$ cat config.mk
export PLATFORM = sky130hd
export DESIGN_NAME = fixed_column_mnemonic_encoder
export DESIGN_NICKNAME = d
export VERILOG_FILES = /design/src/fcme_pkg.sv /design/src/fcme_line_buf.sv /design/src/fcme_decode.sv /design/src/fixed_column_mnemonic_encoder.sv
export SDC_FILE = /design/constraint.sdc
export NUM_CORES = 1
export LEC_CHECK = 0
export BUFFER_PORTS_ARGS = -buffer_cell sky130_fd_sc_hd__buf_2
export CAP_MARGIN = 20
export CORE_MARGIN = 10
export CORE_UTILIZATION = 30
export DETAILED_ROUTE_END_ITERATION = 8
export PLACE_DENSITY = 0.47
export SLEW_MARGIN = 15
export SYNTH_ARGS = -nofsm -noshare
export SYNTH_HDL_FRONTEND = slang
export SYNTH_SLANG_ARGS = --single-unit
$ cat constraint.sdc
create_clock -name clk -period 8.25 [get_ports clk]
set_clock_uncertainty 0.05 [all_clocks]
set_input_delay 0.825 -clock clk [delete_from_list [all_inputs] [get_ports clk]]
set_output_delay 0.825 -clock clk [all_outputs]
set_load 0.05 [all_outputs]
$ cat src/fcme_pkg.sv
// Shared types and constants for the fixed-column mnemonic encoder.
// No dependencies; imported by the line buffer, the decoder and the top level.

package fcme_pkg;

    // Only columns 0..12 are ever examined by the decoder; anything later is dropped.
    localparam int LINE_COLS = 13;
    localparam int CNT_W     = $clog2(LINE_COLS + 1);

    typedef logic [CNT_W-1:0] col_cnt_t;

    // One finished line: the stored columns and the saturated character count.
    typedef struct packed {
        logic [LINE_COLS-1:0][7:0] cols;
        col_cnt_t                  count;
    } line_t;

    // Outcome of decoding one line.
    typedef struct packed {
        logic        hit;
        logic [15:0] opcode;
        logic        status;
    } enc_result_t;

endpackage

$ cat src/fcme_line_buf.sv
// Line buffer: gathers characters into a column store and hands each complete
// line to the decoder through a snapshot register. Depends on fcme_pkg.

module fcme_line_buf
    import fcme_pkg::*;
(
    input  logic       clk,
    input  logic       rst_n,
    input  logic       in_valid,
    output logic       in_ready,
    input  logic [7:0] text_char,
    input  logic       line_end,
    input  logic       take,
    output logic       snap_valid,
    output line_t      snap_line
);

    localparam col_cnt_t COL_LIMIT = CNT_W'(LINE_COLS);

    logic [LINE_COLS-1:0][7:0] store_reg, store_next;
    col_cnt_t                  count_reg, count_next;
    logic                      snap_valid_reg, snap_valid_next;
    line_t                     snap_line_reg;

    logic [LINE_COLS-1:0][7:0] merged;
    col_cnt_t                  count_inc;
    logic                      accept;

    assign in_ready = !snap_valid_reg || take;
    assign accept   = in_valid && in_ready;

    // Current line with the incoming character placed at its column.
    always_comb
    begin
        merged = store_reg;
        if (count_reg < COL_LIMIT)
        begin
            merged[count_reg] = text_char;
        end
        count_inc = (count_reg < COL_LIMIT) ? count_reg + 1'b1 : count_reg;
    end

    always_comb
    begin
        store_next      = store_reg;
        count_next      = count_reg;
        snap_valid_next = snap_valid_reg;
        if (take)
        begin
            snap_valid_next = 1'b0;
        end
        if (accept)
        begin
            if (line_end)
            begin
                store_next      = '0;
                count_next      = '0;
                snap_valid_next = 1'b1;
            end
            else
            begin
                store_next = merged;
                count_next = count_inc;
            end
        end
    end

    always_ff @(posedge clk or negedge rst_n)
    begin
        if (!rst_n)
        begin
            store_reg      <= '0;
            count_reg      <= '0;
            snap_valid_reg <= 1'b0;
        end
        else
        begin
            store_reg      <= store_next;
            count_reg      <= count_next;
            snap_valid_reg <= snap_valid_next;
        end
    end

    always_ff @(posedge clk)
    begin
        if (accept && line_end)
        begin
            snap_line_reg <= '{cols: merged, count: count_inc};
        end
    end

    assign snap_valid = snap_valid_reg;
    assign snap_line  = snap_line_reg;

endmodule

$ cat src/fcme_decode.sv
// Decoder: matches the mnemonic and operand letters at fixed columns of one
// line and builds the 16-bit opcode. Purely combinational. Depends on fcme_pkg.

module fcme_decode
    import fcme_pkg::*;
(
    input  line_t       line,
    output enc_result_t result
);

    // Top nibbles
    localparam logic [3:0] GRP_SYS     = 4'h0;
    localparam logic [3:0] GRP_JP      = 4'h1;
    localparam logic [3:0] GRP_CALL    = 4'h2;
    localparam logic [3:0] GRP_SE_IMM  = 4'h3;
    localparam logic [3:0] GRP_SNE_IMM = 4'h4;
    localparam logic [3:0] GRP_SE_REG  = 4'h5;
    localparam logic [3:0] GRP_LD_IMM  = 4'h6;
    localparam logic [3:0] GRP_ADD_IMM = 4'h7;
    localparam logic [3:0] GRP_ALU     = 4'h8;
    localparam logic [3:0] GRP_SNE_REG = 4'h9;
    localparam logic [3:0] GRP_LD_I    = 4'hA;
    localparam logic [3:0] GRP_JP_V0   = 4'hB;
    localparam logic [3:0] GRP_RND     = 4'hC;
    localparam logic [3:0] GRP_DRW     = 4'hD;
    localparam logic [3:0] GRP_KEY     = 4'hE;
    localparam logic [3:0] GRP_MISC    = 4'hF;

    // ALU low nibbles
    localparam logic [3:0] ALU_MOV  = 4'h0;
    localparam logic [3:0] ALU_OR   = 4'h1;
    localparam logic [3:0] ALU_AND  = 4'h2;
    localparam logic [3:0] ALU_XOR  = 4'h3;
    localparam logic [3:0] ALU_ADD  = 4'h4;
    localparam logic [3:0] ALU_SUB  = 4'h5;
    localparam logic [3:0] ALU_SUBN = 4'h7;

    // Low bytes
    localparam logic [7:0] LOW_CLS   = 8'hE0;
    localparam logic [7:0] LOW_RET   = 8'hEE;
    localparam logic [7:0] LOW_GETDT = 8'h07;
    localparam logic [7:0] LOW_WKEY  = 8'h0A;
    localparam logic [7:0] LOW_LDMEM = 8'h65;
    localparam logic [7:0] LOW_SETDT = 8'h15;
    localparam logic [7:0] LOW_SETST = 8'h18;
    localparam logic [7:0] LOW_FONT  = 8'h29;
    localparam logic [7:0] LOW_BCD   = 8'h33;
    localparam logic [7:0] LOW_STMEM = 8'h55;
    localparam logic [7:0] LOW_ADDI  = 8'h1E;
    localparam logic [7:0] LOW_SHR   = 8'h06;
    localparam logic [7:0] LOW_SHL   = 8'h0E;
    localparam logic [7:0] LOW_SKP   = 8'h9E;
    localparam logic [7:0] LOW_SKNP  = 8'hA1;

    localparam col_cnt_t LDMEM_LEN = CNT_W'(10);

    // Returns {bad, nibble}
    function automatic logic [4:0] hex_val(input logic [7:0] c);
        logic [7:0] d;
        begin
            d = 8'h00;
            if (c inside {[8'h30:8'h39]})
            begin
                d = c - 8'h30;
                hex_val = {1'b0, d[3:0]};
            end
            else if (c inside {[8'h41:8'h46]})
            begin
                d = c - 8'h37;
                hex_val = {1'b0, d[3:0]};
            end
            else if (c inside {[8'h61:8'h66]})
            begin
                d = c - 8'h57;
                hex_val = {1'b0, d[3:0]};
            end
            else
            begin
                hex_val = 5'b1_0000;
            end
        end
    endfunction

    logic [LINE_COLS-1:0][3:0] nib;
    logic [LINE_COLS-1:0]      nbad;
    logic [LINE_COLS-1:0][7:0] c;
    logic [15:0]               w2;
    logic [23:0]               w3;
    logic [31:0]               w4;
    logic [15:0]               op;
    logic                      bad;
    logic                      hit;

    assign c  = line.cols;
    assign w2 = {c[0], c[1]};
    assign w3 = {c[0], c[1], c[2]};
    assign w4 = {c[0], c[1], c[2], c[3]};

    always_comb
    begin
        for (int i = 0; i < LINE_COLS; i++)
        begin
            {nbad[i], nib[i]} = hex_val(c[i]);
        end

        hit = 1'b1;
        op  = '0;
        bad = 1'b0;

        if (w3 == "CLS")
        begin
            op = {8'h00, LOW_CLS};
        end
        else if (w3 == "RET")
        begin
            op = {8'h00, LOW_RET};
        end
        else if (w3 == "SYS")
        begin
            op  = {GRP_SYS, nib[4], nib[5], nib[6]};
            bad = nbad[4] | nbad[5] | nbad[6];
        end
        else if (w2 == "JP")
        begin
            if (c[3] == "V")
            begin
                op  = {GRP_JP_V0, nib[7], nib[8], nib[9]};
                bad = nbad[7] | nbad[8] | nbad[9];
            end
            else
            begin
                op  = {GRP_JP, nib[3], nib[4], nib[5]};
                bad = nbad[3] | nbad[4] | nbad[5];
            end
        end
        else if (w4 == "CALL")
        begin
            op  = {GRP_CALL, nib[5], nib[6], nib[7]};
            bad = nbad[5] | nbad[6] | nbad[7];
        end
        else if (w2 == "SE")
        begin
            if (c[7] == "V")
            begin
                op  = {GRP_SE_REG, nib[4], nib[8], 4'h0};
                bad = nbad[4] | nbad[8];
            end
            else
            begin
                op  = {GRP_SE_IMM, nib[4], nib[7], nib[8]};
                bad = nbad[4] | nbad[7] | nbad[8];
            end
        end
        else if (w3 == "SNE")
        begin
            if (c[8] == "V")
            begin
                op  = {GRP_SNE_REG, nib[5], nib[9], 4'h0};
                bad = nbad[5] | nbad[9];
            end
            else
            begin
                op  = {GRP_SNE_IMM, nib[5], nib[8], nib[9]};
                bad = nbad[5] | nbad[8] | nbad[9];
            end
        end
        else if (w2 == "LD")
        begin
            if (c[3] == "V")
            begin
                if (c[7] == "D")
                begin
                    op  = {GRP_MISC, nib[4], LOW_GETDT};
                    bad = nbad[4];
                end
                else if (c[7] == "K")
                begin
                    op  = {GRP_MISC, nib[4], LOW_WKEY};
                    bad = nbad[4];
                end
                else if (c[7] == "V")
                begin
                    op  = {GRP_ALU, nib[4], nib[8], ALU_MOV};
                    bad = nbad[4] | nbad[8];
                end
                else if (line.count == LDMEM_LEN && c[7] == "[" && c[8] == "I"
                         && c[9] == "]")
                begin
                    op  = {GRP_MISC, nib[4], LOW_LDMEM};
                    bad = nbad[4];
                end
                else
                begin
                    op  = {GRP_LD_IMM, nib[4], nib[7], nib[8]};
                    bad = nbad[4] | nbad[7] | nbad[8];
                end
            end
            else if (c[3] == "D")
            begin
                op  = {GRP_MISC, nib[8], LOW_SETDT};
                bad = nbad[8];
            end
            else if (c[3] == "S")
            begin
                op  = {GRP_MISC, nib[8], LOW_SETST};
                bad = nbad[8];
            end
            else if (c[3] == "F")
            begin
                op  = {GRP_MISC, nib[7], LOW_FONT};
                bad = nbad[7];
            end
            else if (c[3] == "I")
            begin
                op  = {GRP_LD_I, nib[6], nib[7], nib[8]};
                bad = nbad[6] | nbad[7] | nbad[8];
            end
            else if (c[3] == "B")
            begin
                op  = {GRP_MISC, nib[7], LOW_BCD};
                bad = nbad[7];
            end
            else
            begin
                op  = {GRP_MISC, nib[9], LOW_STMEM};
                bad = nbad[9];
            end
        end
        else if (w3 == "ADD")
        begin
            if (c[4] == "I")
            begin
                op  = {GRP_MISC, nib[8], LOW_ADDI};
                bad = nbad[8];
            end
            else if (c[8] == "V")
            begin
                op  = {GRP_ALU, nib[5], nib[9], ALU_ADD};
                bad = nbad[5] | nbad[9];
            end
            else
            begin
                op  = {GRP_ADD_IMM, nib[5], nib[8], nib[9]};
                bad = nbad[5] | nbad[8] | nbad[9];
            end
        end
        else if (w2 == "OR")
        begin
            op  = {GRP_ALU, nib[4], nib[8], ALU_OR};
            bad = nbad[4] | nbad[8];
        end
        else if (w3 == "AND")
        begin
            op  = {GRP_ALU, nib[5], nib[9], ALU_AND};
            bad = nbad[5] | nbad[9];
        end
        else if (w3 == "XOR")
        begin
            op  = {GRP_ALU, nib[5], nib[9], ALU_XOR};
            bad = nbad[5] | nbad[9];
        end
        else if (w4 == "SUBN")
        begin
            op  = {GRP_ALU, nib[6], nib[10], ALU_SUBN};
            bad = nbad[6] | nbad[10];
        end
        else if (w3 == "SUB")
        begin
            op  = {GRP_ALU, nib[5], nib[9], ALU_SUB};
            bad = nbad[5] | nbad[9];
        end
        else if (w3 == "SHR")
        begin
            op  = {GRP_ALU, nib[5], LOW_SHR};
            bad = nbad[5];
        end
        else if (w3 == "SHL")
        begin
            op  = {GRP_ALU, nib[5], LOW_SHL};
            bad = nbad[5];
        end
        else if (w3 == "RND")
        begin
            op  = {GRP_RND, nib[5], nib[8], nib[9]};
            bad = nbad[5] | nbad[8] | nbad[9];
        end
        else if (w3 == "DRW")
        begin
            op  = {GRP_DRW, nib[5], nib[9], nib[12]};
            bad = nbad[5] | nbad[9] | nbad[12];
        end
        else if (w3 == "SKP")
        begin
            op  = {GRP_KEY, nib[5], LOW_SKP};
            bad = nbad[5];
        end
        else if (w4 == "SKNP")
        begin
            op  = {GRP_KEY, nib[6], LOW_SKNP};
            bad = nbad[6];
        end
        else
        begin
            hit = 1'b0;
        end
    end

    assign result = '{hit: hit, opcode: bad ? 16'h0000 : op, status: bad};

endmodule

$ cat src/fixed_column_mnemonic_encoder.sv
// Top level of the fixed-column mnemonic encoder: line buffer, decoder and
// output register. Depends on fcme_pkg, fcme_line_buf and fcme_decode.

// One character is taken per cycle on the slave side while s_tready is high.
// The transaction with tlast closes the line and copies it into the snapshot
// register at the same edge. The decoder works on the snapshot, and its result
// is loaded into the output register once the output stage can take it.
// Lines may follow each other with no gap: throughput is one character per
// cycle, limited only by back-pressure on the master side. Only columns 0 to
// 12 take part in decoding; later characters are dropped. A line whose
// mnemonic is not recognised yields no transaction. A bad or missing hex digit
// yields opcode zero with the status flag set.

module fixed_column_mnemonic_encoder
    import fcme_pkg::*;
(
    input  logic        clk,
    input  logic        rst_n,
    input  logic        s_tvalid,
    output logic        s_tready,
    input  logic [7:0]  s_tdata,   // [7:0] text_char
    input  logic        s_tlast,   // line_end
    output logic        m_tvalid,
    input  logic        m_tready,
    output logic [15:0] m_tdata,   // [15:0] opcode
    output logic        m_tuser    // [0] status
);

    logic        snap_valid;
    line_t       snap_line;
    enc_result_t res;
    logic        take;

    logic        out_valid_reg, out_valid_next;
    logic [15:0] opcode_reg;
    logic        status_reg;

    assign take = !out_valid_reg || m_tready;

    fcme_line_buf u_line_buf (
        .clk        (clk),
        .rst_n      (rst_n),
        .in_valid   (s_tvalid),
        .in_ready   (s_tready),
        .text_char  (s_tdata),
        .line_end   (s_tlast),
        .take       (take),
        .snap_valid (snap_valid),
        .snap_line  (snap_line)
    );

    fcme_decode u_decode (
        .line   (snap_line),
        .result (res)
    );

    always_comb
    begin
        out_valid_next = out_valid_reg;
        if (snap_valid && take)
        begin
            out_valid_next = res.hit;
        end
        else if (m_tready)
        begin
            out_valid_next = 1'b0;
        end
    end

    always_ff @(posedge clk or negedge rst_n)
    begin
        if (!rst_n)
        begin
            out_valid_reg <= 1'b0;
        end
        else
        begin
            out_valid_reg <= out_valid_next;
        end
    end

    always_ff @(posedge clk)
    begin
        if (snap_valid && take)
        begin
            opcode_reg <= res.opcode;
            status_reg <= res.status;
        end
    end

    assign m_tvalid = out_valid_reg;
    assign m_tdata  = opcode_reg;
    assign m_tuser  = status_reg;

    // An error result always carries a zero opcode
    a_err_zero: assert property (@(posedge clk) disable iff (!rst_n)
        m_tvalid && m_tuser |-> m_tdata == 16'h0000)
        else $error("error result with non-zero opcode");

    // A fresh result only follows a line held in the snapshot
    a_rise_src: assert property (@(posedge clk) disable iff (!rst_n)
        $rose(m_tvalid) |-> $past(snap_valid))
        else $error("result appeared without a decoded line");

    // Input back-pressure only while a line waits for the output stage
    a_ready: assert property (@(posedge clk) disable iff (!rst_n)
        !s_tready |-> snap_valid && out_valid_reg && !m_tready)
        else $error("input stalled without cause");

    // A waiting snapshot is not overwritten
    a_snap_hold: assert property (@(posedge clk) disable iff (!rst_n)
        snap_valid && !take |=> snap_valid && $stable(snap_line))
        else $error("snapshot changed while stalled");

endmodule
# --- Word-level counts from Yosys, hierarchy flattened ---
# Cells that the tools add are included.
totals:
  regBits: 227
  out_inout_bits: 19
op_classes:
  n_reduce_logical: 44
  n_eq_ne: 35
  n_addsub: 28
  magnitude_cmp: 57
  n_bitwise: 18
  mux: 128
ops:
  columns: ["operator", "count"]
  rows:
  - ["two-way mux 16 bit", 30]
  - ["== test 24 x 23 -> 1 bit (second input constant)", 13]
  - ["two-way mux 104 bit", 2]
  - ["greater-or-equal comparator 8 x 7 -> 1 bit (second input constant)", 18]
  - ["less-or-equal comparator 8 x 7 -> 1 bit (second input constant)", 18]
  - ["two-way mux 5 bit", 27]
  - ["== test 8 x 7 -> 1 bit (second input constant)", 14]
  - ["bitwise mux 104 bit", 1]
  - ["== test 32 x 31 -> 1 bit (second input constant)", 3]
  - ["greater-or-equal comparator 8 x 6 -> 1 bit (second input constant)", 9]
  - ["less-or-equal comparator 8 x 6 -> 1 bit (second input constant)", 9]
  - ["subtractor 4 x 3 -> 4 bit (second input constant)", 18]
  - ["== test 16 x 15 -> 1 bit (second input constant)", 4]
  - ["two-way mux 1 bit", 59]
  - ["subtractor 4 x 1 -> 4 bit (second input constant)", 9]
  - ["logical AND 1 bit", 34]
  - ["demux 8 bit (select 4 bit)", 1]
  - ["two-way mux 12 bit", 2]
  - ["two-way mux 8 bit", 3]
  - ["bitwise OR 1 bit", 18]
  - ["two-way mux 15 bit", 1]
  - ["two-way mux 4 bit", 2]
  - ["< comparator 4 x 5 -> 1 bit (second input constant)", 1]
  - ["adder 4 x 1 -> 4 bit (second input constant)", 1]
  - ["other kinds (10)", 13]

# --- Longest topological paths before layout ---
logic_depth:
  word_depth: 26
  ltp_mapped: 12
  ltp_nobuf: 11

# --- Modules after synthesis ---
# From an unflattened synthesis, not the netlist that was laid out.
unflattened:
  hier_cells: 1618
  area_unflattened_um2: 15513.6
by_module_without_submodules:
  columns: ["mod", "area_per_inst_um2", "cells_each", "instances"]
  rows:
  - ["fcme_line_buf", 10443.8, 897, 1]
  - ["fcme_decode", 4504.3, 699, 1]
  - ["fixed_column_mnemonic_encoder", 565.5, 22, 1]

# --- Least setup slack after synthesis ---
# No wires, ideal clock.
synth_timing:
  path_kind: "input to register"
  startpoint: "input port m_tready"
  endpoint: "register u_line_buf.snap_line_reg, in the netlist u_line_buf.snap_line[0] (enable)"
  required_ps: 7640
  cell_stages: 6
  setup_slack_ps: 1427
  t_arrival_ps: 6213
  path_buffers: 3
  setup_time_ps: 560
  cell_sequence: "nand3b_1 > nand2_1 > clkbuf_1 > clkbuf_1 > clkbuf_1 > nor2_1"
synth_via:
  elab_chain_len: 4
synth_rtl:
  columns: ["item", "line_no", "text"]
  rows:
  - ["start: declaration", "fixed_column_mnemonic_encoder.sv:24", "input logic m_tready,"]
  - ["logical OR 1 bit", "fixed_column_mnemonic_encoder.sv:38", "assign take = !out_valid_reg || m_tready;"]
  - ["logical OR 1 bit", "fcme_line_buf.sv:29", "assign in_ready = !snap_valid_reg || take;"]
  - ["logical AND 1 bit", "fcme_line_buf.sv:30", "assign accept = in_valid && in_ready;"]
  - ["logical AND 1 bit", "fcme_line_buf.sv:86", "if (accept && line_end)"]
  - ["end signal: assignment", "fcme_line_buf.sv:88", "snap_line_reg <= '{cols: merged, count: count_inc};"]
  - ["end: declaration", "fcme_line_buf.sv:23", "line_t snap_line_reg;"]
# Every way passes these cells.
# A chain may end at the register's enable or synchronous reset.

# --- Worst setup path after layout ---
layout_timing:
  startpoint: "register u_line_buf.snap_line_reg, in the netlist u_line_buf.snap_line[9]"
  endpoint: "register opcode_reg[2] (netlist: m_tdata[2]) (data pin)"
layout_via:
  elab_chain_len: 22
  elab_cells_between_ends: 59
  cone_classes: "eq/ne (20); mux (38); reduce/logical (1)"
layout_rtl:
  columns: ["item", "line_no", "text"]
  rows:
  - ["== test 32 x 31 -> 1 bit", "fcme_decode.sv:297", "else if (w4 == \"SKNP\")"]
  - ["two-way mux 1 bit", "fcme_decode.sv:297", null]
  - ["two-way mux 1 bit", "fcme_decode.sv:292", "else if (w3 == \"SKP\")"]
  - ["two-way mux 1 bit", "fcme_decode.sv:287", "else if (w3 == \"DRW\")"]
  - ["two-way mux 1 bit", "fcme_decode.sv:282", "else if (w3 == \"RND\")"]
  - ["two-way mux 1 bit", "fcme_decode.sv:277", "else if (w3 == \"SHL\")"]
  - ["two-way mux 1 bit", "fcme_decode.sv:272", "else if (w3 == \"SHR\")"]
  - ["two-way mux 1 bit", "fcme_decode.sv:267", "else if (w3 == \"SUB\")"]
  - ["[... 6 more ...]", null, null]
  - ["two-way mux 1 bit", "fcme_decode.sv:154", "else if (w3 == \"SNE\")"]
  - ["two-way mux 1 bit", "fcme_decode.sv:141", "else if (w2 == \"SE\")"]
  - ["two-way mux 1 bit", "fcme_decode.sv:136", "else if (w4 == \"CALL\")"]
  - ["two-way mux 1 bit", "fcme_decode.sv:123", "else if (w2 == \"JP\")"]
  - ["two-way mux 1 bit", "fcme_decode.sv:118", "else if (w3 == \"SYS\")"]
  - ["two-way mux 1 bit", "fcme_decode.sv:114", "else if (w3 == \"RET\")"]
  - ["two-way mux 1 bit", "fcme_decode.sv:110", "if (w3 == \"CLS\")"]
  - ["OR reduction 2 bit (no line)", null, null]
  - ["end signal: assignment", "fixed_column_mnemonic_encoder.sv:86", "opcode_reg <= res.opcode;"]
  - ["end: declaration", "fixed_column_mnemonic_encoder.sv:35", "logic [15:0] opcode_reg;"]
# Several ways; a longest one is shown, not always the timed one.

==> flow_summary_export.csv <==
group,metric,value,unit
outcome,status,"finished, final reports clean",
die,chipHeight,232,um
critical_path,cp_max_fo,13,
grt,grt_pass1_vias,11056,
critical_path,critical_path_required,8.46,ns
die,rows,77,
routing,drt_wl_total,45600,um
timing,min_period,4.53,ns
critical_path,critPathKind,"reg -> reg",
logic_synthesis,syn-mean-instance-area,9.52,um^2
routing,vias_per_cell,5.56,
finish,multi_input_area,7040,um^2
grt,grt_max_degree,79,
logic_synthesis,synth_edf_count,117,
logic_synthesis,yosys.cell_types.count,80,
finish,final_cell_area,15100,um^2
die,io_pins,32,
finish,regArea,6070,um^2
die,initial_core_util,30.4,%
critical_path,arrival,4.73,ns
critical_path,path_cells,"nor4bb_1 > nand3_1 > nor4_1 > a221oi_1 > a2111oi_0 > or3_1 > a41o_1 > a21oi_1",
pwr,p_leak,0.00585,uW
critical_path,cp_slowest_cell,"nor4_1",
routing,final_antenna_net_count,0,
finish,nets,1471,
logic_synthesis,synthesis.area,13500,um^2
critical_path,crit_path_end_kind,"register",
finish,n_fill_cell,4532,
critical_path,critical_path_cell_count,8,
critical_path,slowest_delay,0.92,ns
die,die_w,232,um
finish,syn2layout_area_growth,12.1,%
routing,vias,11267,
grt,grt_antenna_before_repair,1,
timing,finalHoldViolations,0,
timing,drv_slew,0,
routing,wire_per_inst,22.5,um
clock_tree,cts_sinks,219,
logic_synthesis,yosysWarnings,0,
clock_tree,root_buffer,"clkbuf_16",
logic_synthesis,synth_nets,1469,
place,portBuffers,31,
logic_synthesis,ys_async_sr_fraction,46.6,%
finish,final_cell_mix,"268 x nand2_1, 130 x o21ai_0, 117 x edfxtp_1",
timing,max_freq,0.221,GHz
clock_tree,post-cts-setup-buffer-count,0,
place,gp_congestion,0.969,
logic_synthesis,synth-seq-area-share,45.1,%
pwr,irDropWorstVdd,0.109,mV
finish,layout_commonest_cell,"nand2_1",
grt,grt_pass1_wl,70000,um
critical_path,r2r_cells,8,
place,hpwlAfterDp,32100,um
timing,rsz0062_at_grt,"false",
finish,drive_above_1_share,14.9,%
timing,maxSlewHeadroom,26.6,%
timing,post-route-period-util,54.9,%
logic_synthesis,synth_seq_cells,219,
clock_tree,cts_buffer_depth,3,
clock_tree,tritoncts,"yes",
timing,tightest_slew,1.09,ns
grt,grt_usage,16.7,%
clock_tree,htreeDepth,1,
clock_tree,postCtsResizedCells,0,
flow_run,drv_cap,0,
logic_synthesis,syn_inst,1414,
die,coreArea,44300,um^2
critical_path,crit_family,"simple AND/OR/NAND/NOR gates",
pwr,power_density,176,nW/um^2
critical_path,path_buf_inv,0,
routing,drc,0,
finish,largest_reg_flops,100,
routing,first_iter_violations,966,
timing,finalSetupViolations,0,
critical_path,cp-start-kind,"register",
die,die_area,53700,um^2
worst_hold_path,hp-class,"in -> async",
place,placed_area,14200,um^2
logic_synthesis,synth_top_flop_cell,"edfxtp_1",
clock_tree,cts_buffers,26,
clock_tree,hold_buffers,0,
timing,fin_setup_tns,0,ns
grt,overflow,0,
finish,antenna_cells,0,
clock_tree,clk_pin_slew,0.06,ns
clock_tree,clk_latency,0.56,ns
routing,first_pass_iters,5,
## cells by family (layout without fill, tap and decap cells)
kind of cell / after synthesis / count (layout) / share of synthesized area, %
compound gates: 350 / 350 / 16.9
xor+xnor: 11 / 11 / 0.716
fa+ha+maj: 42 / 42 / 3.90
buf+inv: 103 / 125 / 2.93
flops: 219 / 219 / 45.1
mux: 102 / 102 / 8.49
simple gates: 587 / 587 / 22.0
## per-stage QoR
step | instances | total power [uW] | hold slack [ns] | worst slack [ns] | utilization [%]
after floorplan | 1414 | 1430 | 0.383 | 1.43 | -
after CTS | 2028 | 2680 | 0.330 | 3.70 | 34.0
after detailed placement | 1980 | 1520 | 0.401 | 3.73 | 32.1
after global routing | 2028 | 2760 | 0.362 | 3.38 | 34.0
after global placement | 1980 | 1520 | 0.393 | 3.84 | 32.1
final | 2028 | 2650 | 0.313 | 3.72 | 34.0
## power breakdown
| part | internal (uW) | switching (uW) | leakage [uW] |
|---|---|---|---|
| sequential | 1210 | 40.9 | 0.00254 |
| combinational | 81.6 | 169 | 0.00290 |
| clock | 685 | 463 | 0.000407 |
| total | 1980 | 673 | 0.00585 |
## final timing paths
path / start / slack (ns) / end
worst min-delay path: rst_n / 0.31 / u_line_buf.store_reg[100]
worst max-delay path: u_line_buf.snap_line[9] / 3.72 / m_tdata[2]
worst min register to register: u_line_buf.store_reg[103] / 0.41 / u_line_buf.store_reg[103]
worst max register to register: u_line_buf.snap_line[9] / 3.72 / m_tdata[2]
min in group clk: u_line_buf.store_reg[103] / 0.41 / u_line_buf.store_reg[103]
max in group asynchronous: rst_n / 6.58 / u_line_buf.store_reg[53]
## layout make-up
| class | instances | share of cell area [%] |
|---|---|---|
| repair buffers | 49 | 1.94 |
| inverters | 28 | 0.697 |
| clock buffers | 37 | 4.93 |
| well taps | 592 | 4.91 |
| clock inverters | 11 | 0.688 |
| multi-input cells | 1092 | 46.6 |
| flip-flops and latches | 219 | 40.2 |
## cells in the mapped netlist, types with 11 or more instances
cell       instances  area, um^2
a2111oi_0         12         105
a211oi_1          13        97.6
a21oi_1           54         270
a221oi_1          12         105
a31oi_1           13        81.3
and2_1            16         100
and3_1            11        68.8
clkbuf_1          71         267
dfrtp_1          102        2550
edfxtp_1         117        3510
ha_1              42         526
inv_1             28         105
mux2_2            97        1090
nand2_1          269        1010
nand2b_1          29         181
nand3_1           54         270
nand4_1           11        68.8
nor2_1            66         248
nor3_1            17        85.1
nor3b_1           11        82.6
nor4_1            12        75.1
o211ai_1          13        97.6
o21ai_0          130         651
## metal layers
layer	vias to the layer above	routed length, um	track usage (%)	share of wire, %
met4	0	1280	5.70	2.8
li1	5277	-	-	-
met3	77	2460	2.11	5.4
met5	-	0	0	0
met2	337	20200	25.6	44
met1	5576	21700	23.6	48
No activity file was read; power rests on OpenSTA's default activity.
